==> config.mk <==
export PLATFORM = sky130hd
export DESIGN_NAME = countdown_timer_bank
export DESIGN_NICKNAME = d
export VERILOG_FILES = /design/src/ctb_pkg.sv /design/src/ctb_ram.sv /design/src/ctb_ctrl.sv /design/src/ctb_datapath.sv /design/src/countdown_timer_bank.sv
export SDC_FILE = /design/constraint.sdc
export NUM_CORES = 1
export LEC_CHECK = 0
export BUFFER_PORTS_ARGS = -buffer_cell sky130_fd_sc_hd__buf_4
export CAP_MARGIN = 5
export CORE_ASPECT_RATIO = 0.6
export CORE_UTILIZATION = 65
export CTS_CLUSTER_DIAMETER = 40
export CTS_CLUSTER_SIZE = 10
export DETAILED_ROUTE_END_ITERATION = 7
export PLACE_DENSITY = 0.82
export SLEW_MARGIN = 20
export SYNTH_ARGS = -nofsm -noshare
export SYNTH_HDL_FRONTEND = slang
export SYNTH_SLANG_ARGS = --single-unit
==> constraint.sdc <==
create_clock -name clk -period 9.66 [get_ports clk]
set_clock_uncertainty 0.05 [all_clocks]
set_input_delay 0.483 -clock clk [delete_from_list [all_inputs] [get_ports clk]]
set_output_delay 0.483 -clock clk [all_outputs]
set_load 0.005 [all_outputs]
==> src/ctb_pkg.sv <==
// ----------------------------------------------------------------------------
// ctb_pkg
// shared types and codes for the countdown timer bank
// ----------------------------------------------------------------------------
package ctb_pkg;

    // command codes carried on the command port
    typedef enum logic [1:0] {
        CMD_ADD    = 2'd0,
        CMD_DELETE = 2'd1,
        CMD_TICK   = 2'd2
    } cmd_code_t;

    // controller states
    typedef enum logic [1:0] {
        ST_IDLE  = 2'd0,
        ST_SCAN  = 2'd1,
        ST_DRAIN = 2'd2,
        ST_FLUSH = 2'd3
    } ctl_state_t;

    // controller to datapath
    typedef struct packed {
        logic load;       // arm the slot on the slot port
        logic drop;       // free the slot on the slot port
        logic scan_read;  // read the slot under the scan index and advance
        logic flush;      // release the held report as the last one
    } ctl_cmd_t;

    // datapath to controller
    typedef struct packed {
        logic scan_last;  // scan index sits on the highest slot
    } ctl_stat_t;

endpackage

==> src/ctb_ram.sv <==
// ----------------------------------------------------------------------------
// ctb_ram
// generic single write port ram with registered read
// ----------------------------------------------------------------------------
module ctb_ram #(
    parameter int WIDTH = 66,
    parameter int DEPTH = 16
) (
    input  logic                                   clk,
    input  logic                                   we,
    input  logic [(DEPTH > 1 ? $clog2(DEPTH) : 1)-1:0] waddr,
    input  logic [WIDTH-1:0]                       wdata,
    input  logic                                   re,
    input  logic [(DEPTH > 1 ? $clog2(DEPTH) : 1)-1:0] raddr,
    output logic [WIDTH-1:0]                       rdata
);

    logic [WIDTH-1:0] mem [DEPTH];

    always_ff @(posedge clk)
    begin
        if (we)
        begin
            mem[waddr] <= wdata;
        end
        if (re)
        begin
            rdata <= mem[raddr];
        end
    end

endmodule

==> src/ctb_ctrl.sv <==
// ----------------------------------------------------------------------------
// ctb_ctrl
// command decode and tick sequencing for the countdown timer bank
// ----------------------------------------------------------------------------
module ctb_ctrl (
    input  logic                 clk,
    input  logic                 rst_n,
    input  logic                 start,
    input  logic [1:0]           command,
    input  ctb_pkg::ctl_stat_t   stat,
    output ctb_pkg::ctl_cmd_t    cmd,
    output logic                 busy
);

    ctb_pkg::ctl_state_t state_reg;
    ctb_pkg::ctl_state_t state_next;
    ctb_pkg::cmd_code_t  code;
    logic                accept;

    assign code   = ctb_pkg::cmd_code_t'(command);
    assign accept = start && (state_reg == ctb_pkg::ST_IDLE);

    always_ff @(posedge clk or negedge rst_n)
    begin
        if (!rst_n)
        begin
            state_reg <= ctb_pkg::ST_IDLE;
        end
        else
        begin
            state_reg <= state_next;
        end
    end

    // next state
    always_comb
    begin
        state_next = state_reg;
        case (state_reg)
            ctb_pkg::ST_IDLE:
            begin
                if (accept && (code == ctb_pkg::CMD_TICK))
                begin
                    state_next = ctb_pkg::ST_SCAN;
                end
            end
            ctb_pkg::ST_SCAN:
            begin
                if (stat.scan_last)
                begin
                    state_next = ctb_pkg::ST_DRAIN;
                end
            end
            ctb_pkg::ST_DRAIN:
            begin
                state_next = ctb_pkg::ST_FLUSH;
            end
            ctb_pkg::ST_FLUSH:
            begin
                state_next = ctb_pkg::ST_IDLE;
            end
            default:
            begin
                state_next = ctb_pkg::ST_IDLE;
            end
        endcase
    end

    // outputs
    always_comb
    begin
        cmd       = '0;
        busy      = 1'b1;
        case (state_reg)
            ctb_pkg::ST_IDLE:
            begin
                busy     = 1'b0;
                cmd.load = accept && (code == ctb_pkg::CMD_ADD);
                cmd.drop = accept && (code == ctb_pkg::CMD_DELETE);
            end
            ctb_pkg::ST_SCAN:
            begin
                cmd.scan_read = 1'b1;
            end
            ctb_pkg::ST_DRAIN:
            begin
                cmd = '0;
            end
            ctb_pkg::ST_FLUSH:
            begin
                cmd.flush = 1'b1;
            end
            default:
            begin
                cmd = '0;
            end
        endcase
    end

endmodule

==> src/ctb_datapath.sv <==
// ----------------------------------------------------------------------------
// ctb_datapath
// slot storage, active flags, count update and report staging
// ----------------------------------------------------------------------------
module ctb_datapath #(
    parameter int SLOTS      = 16,
    parameter int COUNT_BITS = 32
) (
    input  logic                 clk,
    input  logic                 rst_n,
    input  ctb_pkg::ctl_cmd_t    cmd,
    output ctb_pkg::ctl_stat_t   stat,
    input  logic [3:0]           slot,
    input  logic [31:0]          start_count,
    input  logic                 auto_reload,
    input  logic                 notify,
    output logic                 result_valid,
    output logic [3:0]           expired_slot,
    output logic                 last
);

    localparam int IDX_W   = (SLOTS > 1) ? $clog2(SLOTS) : 1;
    localparam int ENTRY_W = 2 * COUNT_BITS + 2;

    logic [SLOTS-1:0]      active_reg, active_next;
    logic [IDX_W-1:0]      scan_idx_reg, scan_idx_next;
    logic                  proc_valid_reg, proc_valid_next;
    logic [IDX_W-1:0]      proc_idx_reg, proc_idx_next;
    logic                  pend_valid_reg, pend_valid_next;
    logic [IDX_W-1:0]      pend_idx_reg, pend_idx_next;
    logic                  res_valid_reg, res_valid_next;
    logic [IDX_W-1:0]      res_idx_reg, res_idx_next;
    logic                  res_last_reg, res_last_next;

    logic                  slot_ok;
    logic [IDX_W-1:0]      add_idx;
    logic [COUNT_BITS-1:0] start_ext;

    logic                  ram_we;
    logic [IDX_W-1:0]      ram_waddr;
    logic [ENTRY_W-1:0]    ram_wdata;
    logic [ENTRY_W-1:0]    ram_rdata;

    logic [COUNT_BITS-1:0] cur_rem;
    logic [COUNT_BITS-1:0] cur_reload;
    logic                  cur_report_en;
    logic                  cur_reload_en;
    logic                  proc_active;
    logic                  cur_zero;
    logic                  hit;
    logic [COUNT_BITS-1:0] new_rem;

    assign slot_ok   = (32'(slot) < SLOTS);
    assign add_idx   = IDX_W'(slot);
    assign start_ext = COUNT_BITS'(start_count);

    assign stat.scan_last = (scan_idx_reg == IDX_W'(SLOTS - 1));

    // entry layout: reload flag, notify flag, reload count, current count
    assign cur_rem       = ram_rdata[COUNT_BITS-1:0];
    assign cur_reload    = ram_rdata[2*COUNT_BITS-1:COUNT_BITS];
    assign cur_report_en = ram_rdata[2*COUNT_BITS];
    assign cur_reload_en = ram_rdata[2*COUNT_BITS+1];

    assign proc_active = proc_valid_reg & active_reg[proc_idx_reg];
    assign cur_zero    = (cur_rem == '0);
    assign hit         = proc_active & cur_zero & cur_report_en;

    always_comb
    begin
        if (!cur_zero)
        begin
            new_rem = cur_rem - COUNT_BITS'(1);
        end
        else if (cur_reload_en)
        begin
            new_rem = cur_reload;
        end
        else
        begin
            new_rem = cur_rem;
        end
    end

    // ram write: arming has priority, write-back only during a scan
    always_comb
    begin
        ram_we    = 1'b0;
        ram_waddr = proc_idx_reg;
        ram_wdata = {cur_reload_en, cur_report_en, cur_reload, new_rem};
        if (cmd.load && slot_ok)
        begin
            ram_we    = 1'b1;
            ram_waddr = add_idx;
            ram_wdata = {auto_reload, notify, start_ext, start_ext};
        end
        else if (proc_active)
        begin
            ram_we = 1'b1;
        end
    end

    ctb_ram #(
        .WIDTH (ENTRY_W),
        .DEPTH (SLOTS)
    ) u_slot_ram (
        .clk   (clk),
        .we    (ram_we),
        .waddr (ram_waddr),
        .wdata (ram_wdata),
        .re    (cmd.scan_read),
        .raddr (scan_idx_reg),
        .rdata (ram_rdata)
    );

    always_comb
    begin
        active_next     = active_reg;
        scan_idx_next   = scan_idx_reg;
        proc_valid_next = cmd.scan_read;
        proc_idx_next   = scan_idx_reg;
        pend_valid_next = pend_valid_reg;
        pend_idx_next   = pend_idx_reg;
        res_valid_next  = 1'b0;
        res_idx_next    = res_idx_reg;
        res_last_next   = res_last_reg;

        if (cmd.load && slot_ok)
        begin
            active_next[add_idx] = 1'b1;
        end
        if (cmd.drop && slot_ok)
        begin
            active_next[add_idx] = 1'b0;
        end

        if (cmd.scan_read)
        begin
            if (stat.scan_last)
            begin
                scan_idx_next = '0;
            end
            else
            begin
                scan_idx_next = scan_idx_reg + IDX_W'(1);
            end
        end

        // a new report pushes the held one out as not last
        if (hit)
        begin
            if (pend_valid_reg)
            begin
                res_valid_next = 1'b1;
                res_idx_next   = pend_idx_reg;
                res_last_next  = 1'b0;
            end
            pend_valid_next = 1'b1;
            pend_idx_next   = proc_idx_reg;
        end

        if (cmd.flush && pend_valid_reg)
        begin
            res_valid_next  = 1'b1;
            res_idx_next    = pend_idx_reg;
            res_last_next   = 1'b1;
            pend_valid_next = 1'b0;
        end
    end

    always_ff @(posedge clk or negedge rst_n)
    begin
        if (!rst_n)
        begin
            active_reg     <= '0;
            scan_idx_reg   <= '0;
            proc_valid_reg <= 1'b0;
            pend_valid_reg <= 1'b0;
            res_valid_reg  <= 1'b0;
        end
        else
        begin
            active_reg     <= active_next;
            scan_idx_reg   <= scan_idx_next;
            proc_valid_reg <= proc_valid_next;
            pend_valid_reg <= pend_valid_next;
            res_valid_reg  <= res_valid_next;
        end
    end

    always_ff @(posedge clk)
    begin
        proc_idx_reg <= proc_idx_next;
        pend_idx_reg <= pend_idx_next;
        res_idx_reg  <= res_idx_next;
        res_last_reg <= res_last_next;
    end

    assign result_valid = res_valid_reg;
    assign expired_slot = 4'(res_idx_reg);
    assign last         = res_last_reg;

endmodule

==> src/countdown_timer_bank.sv <==
// ----------------------------------------------------------------------------
// countdown_timer_bank
// bank of countdown timer slots with auto-reload and expiry reports
// ----------------------------------------------------------------------------
// An item is taken when start is high and busy is low. Add and delete leave
// busy low, so the next item can follow at once. A tick keeps busy high
// while the single read port of the slot ram walks one slot per cycle, while
// the drain state finishes the highest slot and while the flush state
// releases the final report. Reports come out in ascending slot order, one
// per cycle at most, each on result_valid for exactly one cycle; the last
// report of a tick carries last = 1 and comes in the cycle busy falls.
// The receiver cannot hold reports off, so it must take every strobe.
// A tick with nothing to report gives no strobe at all. There is no
// clearing pass after reset: only the flags, scan index and state reset.
module countdown_timer_bank #(
    parameter int SLOTS      = 16,
    parameter int COUNT_BITS = 32
) (
    input  logic        clk,
    input  logic        rst_n,
    input  logic        start,
    output logic        busy,
    input  logic [1:0]  command,
    input  logic [3:0]  slot,
    input  logic [31:0] start_count,
    input  logic        auto_reload,
    input  logic        notify,
    output logic        result_valid,
    output logic [3:0]  expired_slot,
    output logic        last
);

    // command and status between sequencer and datapath
    ctb_pkg::ctl_cmd_t  ctl_cmd;
    ctb_pkg::ctl_stat_t ctl_stat;

    // sequencer: decodes commands and steps a tick through its phases
    ctb_ctrl u_ctrl (
        .clk     (clk),
        .rst_n   (rst_n),
        .start   (start),
        .command (command),
        .stat    (ctl_stat),
        .cmd     (ctl_cmd),
        .busy    (busy)
    );

    // datapath: slot ram, active flags, count update, one-deep report hold
    ctb_datapath #(
        .SLOTS      (SLOTS),
        .COUNT_BITS (COUNT_BITS)
    ) u_datapath (
        .clk          (clk),
        .rst_n        (rst_n),
        .cmd          (ctl_cmd),
        .stat         (ctl_stat),
        .slot         (slot),
        .start_count  (start_count),
        .auto_reload  (auto_reload),
        .notify       (notify),
        .result_valid (result_valid),
        .expired_slot (expired_slot),
        .last         (last)
    );

`ifndef NO_ASSERTIONS
    // add and delete finish in the cycle they are taken
    assert property (@(posedge clk) disable iff (!rst_n)
        (start && !busy && (command != ctb_pkg::CMD_TICK)) |=> !busy)
        else $error("busy raised by a non-tick item");

    // a report that is not the final one always comes while the tick runs
    assert property (@(posedge clk) disable iff (!rst_n)
        (result_valid && !last) |-> busy)
        else $error("non-final report outside a tick");

    // the final report closes the tick: nothing follows it directly
    assert property (@(posedge clk) disable iff (!rst_n)
        (result_valid && last) |=> !result_valid)
        else $error("report right after the final one");
`endif

endmodule
* After elaboration in Yosys (flattened, before gate mapping) *
Memories as Yosys holds them, arrays and structs flattened. A register that Yosys moved wholly into a read port is not among the register bits.
Index checks and enable logic that the tools add are counted.
W data, S select, Z words.

cells by class
  order comparisons = 3
  bitwise gates (word level) = 6
  multiplexer cells = 30
  equal/unequal tests = 8
  reductions and logical operators = 14
  add/subtract/negate cells = 2

operators by type and width
  cell                     number
  $mux W66                 1
  $mux W32                 2
  $logic_not A32 Y1        1
  $mux W16                 2
  $sub A32 B1 Y32 const B  1
  $mux W4                  5
  $and A16 B16 Y16         1
  $not A16 Y16             1
  $or A16 B16 Y16          1
  $mux W1                  14
  $lt A4 B5 Y1 const B     2
  $pmux W2 S4              1
  $eq A2 B2 Y1 const B     3
  $logic_and A1 B1 Y1      6
  $mux W2                  3
  $reduce_and A2 Y1        3
  $add A4 B1 Y4 const B    1
  $bmux W1 S4              1
  $demux W1 S4             1
  $eq A2 B1 Y1 const B     2
  $eq A4 B4 Y1 const B     1
  $ge A4 B1 Y1 const B     1
  $logic_not A2 Y1         2
  $ne A2 B2 Y1 const B     2
  2 further kinds          5

word-level totals
  output and inout bits = 7
  memories kept = 1
  input bits = 43
  RAM bits = 1056
  register bits = 38
  logic and storage cells = 74

memories
  memory                     words  width  rd ports  clocked after memory_dff  write ports  RTL line       text
  u_datapath.u_slot_ram.mem  16     66     1         1                         1            ctb_ram.sv:18  logic [WIDTH-1:0] mem [DEPTH];

* Longest topological paths before layout *
  word-level depth = 8
  gate-level depth with buffers = 9
  gate-level depth less buffers = 7

* Modules after synthesis *
Synthesis repeated with hierarchy kept, for this count alone.

unflattened totals
  cell total of the unflattened synthesis = 2172
  area, all modules = 45303.4 um^2

modules (own cells, without submodules)
  module        area each (um^2)  cells an instance  seq. area each (um^2)  instances
  ctb_ram       41462.3           1698               33692.3                1
  ctb_datapath  3669.8            457                915.9                  1
  ctb_ctrl      171.4             17                 50.0                   1

* Worst setup path after synthesis *
Ideal clock, no wire load.

  path type = register to register
  from = register u_ctrl.state_reg[0]
  to = memory u_datapath.u_slot_ram.mem[11][0] (enable)
  period minus slack after synthesis = 4.912 ns
  data arrival time = 4.371 ns
  required time = 9.119 ns
  path buffers = 2
  library setup time = 0.491 ns
  slack = 4.748 ns
  cell stages (with the launch flop) = 9
  path through = dfrtp_1 inv_1 ha_1 nor2b_1 and2_1 clkbuf_1 clkbuf_1 a21oi_1 nor2_1

on the way
  word-level cells in the longest chain between the ends = 7
  elaborated cells on any way between the ends = 8
  classes of those cells = 5 x mux; 3 x reduce/logical

ends and longest elaborated chain
  what                           RTL line                        text
  start: declaration             ctb_ctrl.sv:15                  ctb_pkg::ctl_state_t state_reg;
  start signal: assignment       ctb_ctrl.sv:27                  state_reg <= ctb_pkg::ST_IDLE;
  start signal: assignment       ctb_ctrl.sv:31                  state_reg <= state_next;
  $logic_not A2 Y1 (*)           ctb_ctrl.sv:21, ctb_ctrl.sv:74
  $logic_and A1 B1 Y1            ctb_ctrl.sv:21                  assign accept = start && (state_reg == ctb_pkg::ST_IDLE);
  $logic_and A1 B1 Y1            ctb_ctrl.sv:78                  cmd.load = accept && (code == ctb_pkg::CMD_ADD);
  $mux W2 (*)                    ctb_ctrl.sv:74                  case (state_reg)
  $mux W1                        ctb_datapath.sv:91              if (cmd.load && slot_ok)
  $mux W1                        ctb_ram.sv:22                   if (we)
  $mux W1 (implied by the code)  ctb_ram.sv:24                   mem[waddr] <= wdata;
  end: declaration               ctb_ram.sv:18

Mark *: on every way between the ends. The rest lies on a longest branch, timed or not.

* Worst setup path in the final report *
  from = register u_datapath.u_slot_ram.rdata[15], read port of u_datapath.u_slot_ram.mem
  to = memory u_datapath.u_slot_ram.mem[8][20] (data pin)

on the way
  word-level cells in the longest chain between the ends = 3
  elaborated cells on any way between the ends = 4
  classes of those cells = 1 x add/sub; 2 x mux; 1 x reduce/logical

ends and longest elaborated chain
  what                                                         RTL line                                text
  start: declaration                                           ctb_ram.sv:15                           output logic [WIDTH-1:0] rdata
  $sub A32 B1 Y32 / $logic_not A32 Y1 (equally long branches)  ctb_datapath.sv:73, ctb_datapath.sv:66
  $mux W32 (*)                                                 ctb_datapath.sv:71                      if (!cur_zero)
  $mux W66 (*)                                                 ctb_datapath.sv:91
  named net u_datapath.ram_wdata[20]                           ctb_datapath.sv:41                      logic [ENTRY_W-1:0] ram_wdata;

The timed path passes the listed nets; every way through them passes the cells marked *.

==> impl_metrics.prom <==
# TYPE chip_impl_metric gauge
chip_impl_info{name="run_status",value="finished, violations left"} 1
chip_impl_info{name="violated_checks",value="design-rule violations"} 1
chip_impl_metric{name="post_synth_net_total",unit=""} 2101
chip_impl_metric{name="post_cts_setup_bufs",unit=""} 0
chip_impl_metric{name="mux_share_of_post_synthesis_cell_area",unit="%"} 17.25
chip_impl_metric{name="synth_compound_area_share",unit="%"} 1.846
chip_impl_metric{name="post_route_ant_nets",unit=""} 0
chip_impl_info{name="synth_largest_area_cell",value="sky130_fd_sc_hd__edfxtp_1"} 1
chip_impl_metric{name="total_global_routing_overflow",unit=""} 0
chip_impl_metric{name="synthToLayoutAreaGrowth",unit="%"} 12.19
chip_impl_metric{name="clk_path_buf_depth",unit=""} 3
chip_impl_metric{name="yosysWarningCount",unit=""} 0
chip_impl_metric{name="period_share",unit="%"} 47.40
chip_impl_info{name="path_cells",value="nor4_1 -> nand4_1 -> nand4b_1 -> nand2_1 -> o211ai_1 -> clkbuf_4"} 1
chip_impl_metric{name="drcViolationCount",unit=""} 4
chip_impl_metric{name="boundaryPins",unit=""} 50
chip_impl_info{name="timing_worst_setup_path_type",value="reg -> reg"} 1
chip_impl_info{name="synth.cells.most_frequent",value="1,130 x sky130_fd_sc_hd__edfxtp_1, 334 x sky130_fd_sc_hd__mux4_2, 116 x sky130_fd_sc_hd__nand2_1, 71 x sky130_fd_sc_hd__clkbuf_1, 44 x sky130_fd_sc_hd__a21oi_1"} 1
chip_impl_metric{name="clock_tree.htree_level_count",unit=""} 4
chip_impl_metric{name="max_freq",unit="GHz"} 0.2184
chip_impl_metric{name="yosys.area_share.simple",unit="%"} 2.660
chip_impl_metric{name="synth_adder_area_share",unit="%"} 0.2215
chip_impl_metric{name="number_of_flops_mapped_to_enable_cells_by_yosys",unit=""} 1130
chip_impl_metric{name="static-leakage-power",unit="nW"} 16.02
chip_impl_metric{name="groute.usage.overall",unit="%"} 33.56
chip_impl_metric{name="largest_register_ffs",unit=""} 1056
chip_impl_info{name="synth_top_family_by_area",value="multiplexers"} 1
chip_impl_info{name="cts_tree",value="yes"} 1
chip_impl_metric{name="worst_ep_arrival_time",unit="ns"} 4.96
chip_impl_metric{name="worst-endpoint-required",unit="ns"} 10.04
chip_impl_info{name="yosys.cell_count.top_type",value="sky130_fd_sc_hd__edfxtp_1"} 1
chip_impl_metric{name="clkLatencyLatePin",unit="ns"} 0.72
chip_impl_metric{name="floorplan.die.height",unit="um"} 206.3
chip_impl_metric{name="ctsResizeCount",unit=""} 0
chip_impl_metric{name="grt_first_pass_wirelength",unit="um"} 162800
chip_impl_metric{name="design.core.area",unit="um^2"} 68420
chip_impl_metric{name="fraction_of_registers_with_async_set_reset",unit="%"} 2.155
chip_impl_metric{name="cts.clk_slew.worst_paths",unit="ns"} 0.05
chip_impl_metric{name="slew_headroom",unit="%"} 19.95
chip_impl_metric{name="num-nets-final",unit=""} 2239
chip_impl_metric{name="final_instance_area",unit="um^2"} 50710
chip_impl_metric{name="floorplan.die_area",unit="um^2"} 70630
chip_impl_info{name="ctsRootBufferMaster",value="sky130_fd_sc_hd__clkbuf_16"} 1
chip_impl_metric{name="route.vias.total",unit=""} 23220
chip_impl_metric{name="dr.pass1.iters",unit=""} 8
chip_impl_metric{name="worstPathMaxFanout",unit=""} 20
chip_impl_metric{name="cts_hold_repair.buffers",unit=""} 1
chip_impl_metric{name="final-max-slew-violation-count",unit=""} 0
chip_impl_metric{name="min_period",unit="ns"} 4.579
chip_impl_info{name="unrepaired_setup_endpoints_after_global_routing",value="no"} 1
chip_impl_metric{name="netlist_instances",unit=""} 2050
chip_impl_metric{name="worst_pin_slew",unit="ns"} 1.201
chip_impl_info{name="endpoint_kind",value="register"} 1
chip_impl_metric{name="detail_routed_net_length_per_standard_cell",unit="um"} 36.53
chip_impl_metric{name="std_cell_rows",unit=""} 74
chip_impl_info{name="worst_hold_path_type",value="in -> reg"} 1
chip_impl_metric{name="final_hold_violating_endpoints",unit=""} 0
chip_impl_metric{name="synth.ff_latch_count",unit=""} 1160
chip_impl_metric{name="routed_wirelength",unit="um"} 114300
chip_impl_metric{name="mappedNetlistArea",unit="um^2"} 45200
chip_impl_metric{name="globalplace.congestion",unit=""} 0.8752
chip_impl_metric{name="chipWidth",unit="um"} 342.4
chip_impl_metric{name="cp_num_buf_inv",unit=""} 1
chip_impl_metric{name="ir_drop_worst_case_vdd",unit="V"} 0.0002702
chip_impl_metric{name="antenna_cells_inserted",unit=""} 0
chip_impl_info{name="area_contributors_post_synth",value="sky130_fd_sc_hd__edfxtp_1 75%, sky130_fd_sc_hd__mux4_2 17%, sky130_fd_sc_hd__dfrtp_1 1.4%, sky130_fd_sc_hd__nand2_1 0.96%, sky130_fd_sc_hd__clkbuf_1 0.59%"} 1
chip_impl_metric{name="synth.lib_cells_used.distinct",unit=""} 63
chip_impl_info{name="critical-path-slowest-cell",value="sky130_fd_sc_hd__nand4b_1"} 1
chip_impl_metric{name="avgSynthCellArea",unit="um^2"} 22.05
chip_impl_metric{name="cts_inserted_buffers",unit=""} 135
chip_impl_metric{name="placedInstanceArea",unit="um^2"} 46870
chip_impl_metric{name="synth_top_area_share",unit="%"} 75.08
chip_impl_metric{name="clkSinkCount",unit=""} 1160
chip_impl_metric{name="antenna_found_initial",unit=""} 4
chip_impl_metric{name="routed_via_density",unit=""} 7.419
chip_impl_metric{name="hpwl",unit="um"} 59850
chip_impl_metric{name="layout-drive-gt1-share",unit="%"} 29.23
chip_impl_metric{name="pwr_density_cell",unit="nW/um^2"} 313.6
chip_impl_metric{name="setup-tns-final",unit="ns"} 0
chip_impl_metric{name="initial_core_utilization",unit="%"} 66.06
chip_impl_metric{name="cap_viol_max_count",unit=""} 0
chip_impl_info{name="setup.worst_path.start_class",value="register"} 1
chip_impl_info{name="worst_path_top_cell_family_by_delay",value="simple AND/OR/NAND/NOR gates"} 1
chip_impl_info{name="synth_flop_cell",value="sky130_fd_sc_hd__edfxtp_1"} 1
chip_impl_metric{name="detail_route.iter0.violations",unit=""} 3965
chip_impl_metric{name="slowest_delay",unit="ns"} 1.12
chip_impl_metric{name="setup_viol",unit=""} 0
chip_impl_metric{name="yosysSeqAreaShare",unit="%"} 76.68
chip_impl_metric{name="yosys.area_share.xor_xnor",unit="%"} 0.2713
chip_impl_metric{name="port-buffer-count",unit=""} 49
chip_impl_metric{name="maximum_number_of_pins_on_one_net_before_global_route_repair",unit=""} 148
chip_impl_metric{name="grt_pass1_vias",unit=""} 23170
[kinds of logic (layout without fill, tap and decap cells)]
kind of cell	after synthesis	after routing
flip-flops	1160	1160
multiplexers	360	360
AND/OR/NAND/NOR	255	255
AO/OA/AOI/OAI	133	133
buffers and inverters	120	287
XOR/XNOR	14	14
adder cells (fa/ha/maj)	8	8
[worst register-to-register path, stage by stage, from the launching register on]
cell and delay [ns]:
sky130_fd_sc_hd__edfxtp_1 0.49, sky130_fd_sc_hd__nor4_1 0.50, sky130_fd_sc_hd__nand4_1 0.75, sky130_fd_sc_hd__nand4b_1 1.13, sky130_fd_sc_hd__nand2_1 0.67, sky130_fd_sc_hd__o211ai_1 0.40, sky130_fd_sc_hd__clkbuf_4 0.32
[stage by stage]
stage	setup WS (ns)	util (%)	hold slack, ns	instances	power (mW)
3_3_place_gp	5.171	68.50	0.3521	2955	11.08
4_1_cts	4.893	73.98	0.1088	3122	15.84
2_1_floorplan	4.748	-	0.1374	2050	9.889
5_1_grt	5.030	74.11	0.1554	3129	16.34
3_5_place_dp	4.870	68.50	0.3557	2955	11.27
6_report	5.081	74.11	0.1706	3129	15.90
[report_power, final]
part	switching, mW	internal [mW]	total (mW)
clock network	1.88	2.63	4.51
logic	2.42	1.76	4.18
registers	0.439	6.77	7.21
total	4.74	11.2	15.9
[area by class of cell]
cell class,count,area [um^2]
multi-input cells,770,10250
inverters,11,41.29
well taps,912,1141
clock buffers,154,3598
flip-flops and latches,1160,34670
clock inverters,12,138.9
fillers,3510,17710
repair buffers,110,865.8
[per-layer routing]
| metal | track usage [%] | vias up | share of wire, % |
|---|---|---|---|
| met5 | 0 | - | 0 |
| met3 | 10.83 | 243 | 15 |
| met1 | 49.45 | 12000 | 37 |
| met2 | 48.73 | 2103 | 46 |
| met4 | 10.55 | 0 | 2.7 |
| li1 | - | 8869 | - |
[placed cells by master (no fill, tap or decap), types with 5 or more instances in the layout]
cell type and count:
sky130_fd_sc_hd__nor2b_1 9, sky130_fd_sc_hd__nor4_1 8, sky130_fd_sc_hd__nor3_1 26, sky130_fd_sc_hd__o21ai_1 10, sky130_fd_sc_hd__mux2i_1 13, sky130_fd_sc_hd__clkbuf_16 142
sky130_fd_sc_hd__nand3_1 12, sky130_fd_sc_hd__nand4_1 8, sky130_fd_sc_hd__o21ai_0 22, sky130_fd_sc_hd__clkbuf_4 5, sky130_fd_sc_hd__inv_1 11, sky130_fd_sc_hd__dfrtp_1 21
sky130_fd_sc_hd__mux4_2 334, sky130_fd_sc_hd__nor2_1 26, sky130_fd_sc_hd__edfxtp_1 1130, sky130_fd_sc_hd__a211oi_1 6, sky130_fd_sc_hd__clkbuf_1 12, sky130_fd_sc_hd__buf_4 101
sky130_fd_sc_hd__nand2_1 115, sky130_fd_sc_hd__nor2_4 16, sky130_fd_sc_hd__xnor2_1 11, sky130_fd_sc_hd__inv_6 5, sky130_fd_sc_hd__o31ai_1 7, sky130_fd_sc_hd__ha_1 7
sky130_fd_sc_hd__nand2b_1 7, sky130_fd_sc_hd__mux2_2 13, sky130_fd_sc_hd__o211ai_1 8, sky130_fd_sc_hd__a21oi_1 44, sky130_fd_sc_hd__dfxtp_1 5
[final timing paths]
check	startpoint	end	slack, ns	depth (start not counted)
worst max-delay path	u_datapath.u_slot_ram.rdata[15]$_DFFE_PP_	u_datapath.u_slot_ram.mem[8][20]$_DFFE_PP_	5.08	6
worst min-delay path	slot[1]	u_datapath.active_reg[4]$_DFF_PN0_	0.17	3
worst max register to register	u_datapath.u_slot_ram.rdata[15]$_DFFE_PP_	u_datapath.u_slot_ram.mem[8][20]$_DFFE_PP_	5.08	6
worst min register to register	u_datapath.pend_idx_reg[2]$_DFFE_PP_	u_datapath.expired_slot[2]$_DFFE_PP_	0.36	0
max in group asynchronous	rst_n	u_datapath.proc_idx_next[2]$_DFFE_PN0P_	9.05	2
min in group asynchronous	rst_n	u_datapath.pend_valid_reg$_DFFE_PN0P_	0.21	2
No activity file was read; power rests on OpenSTA's default activity.
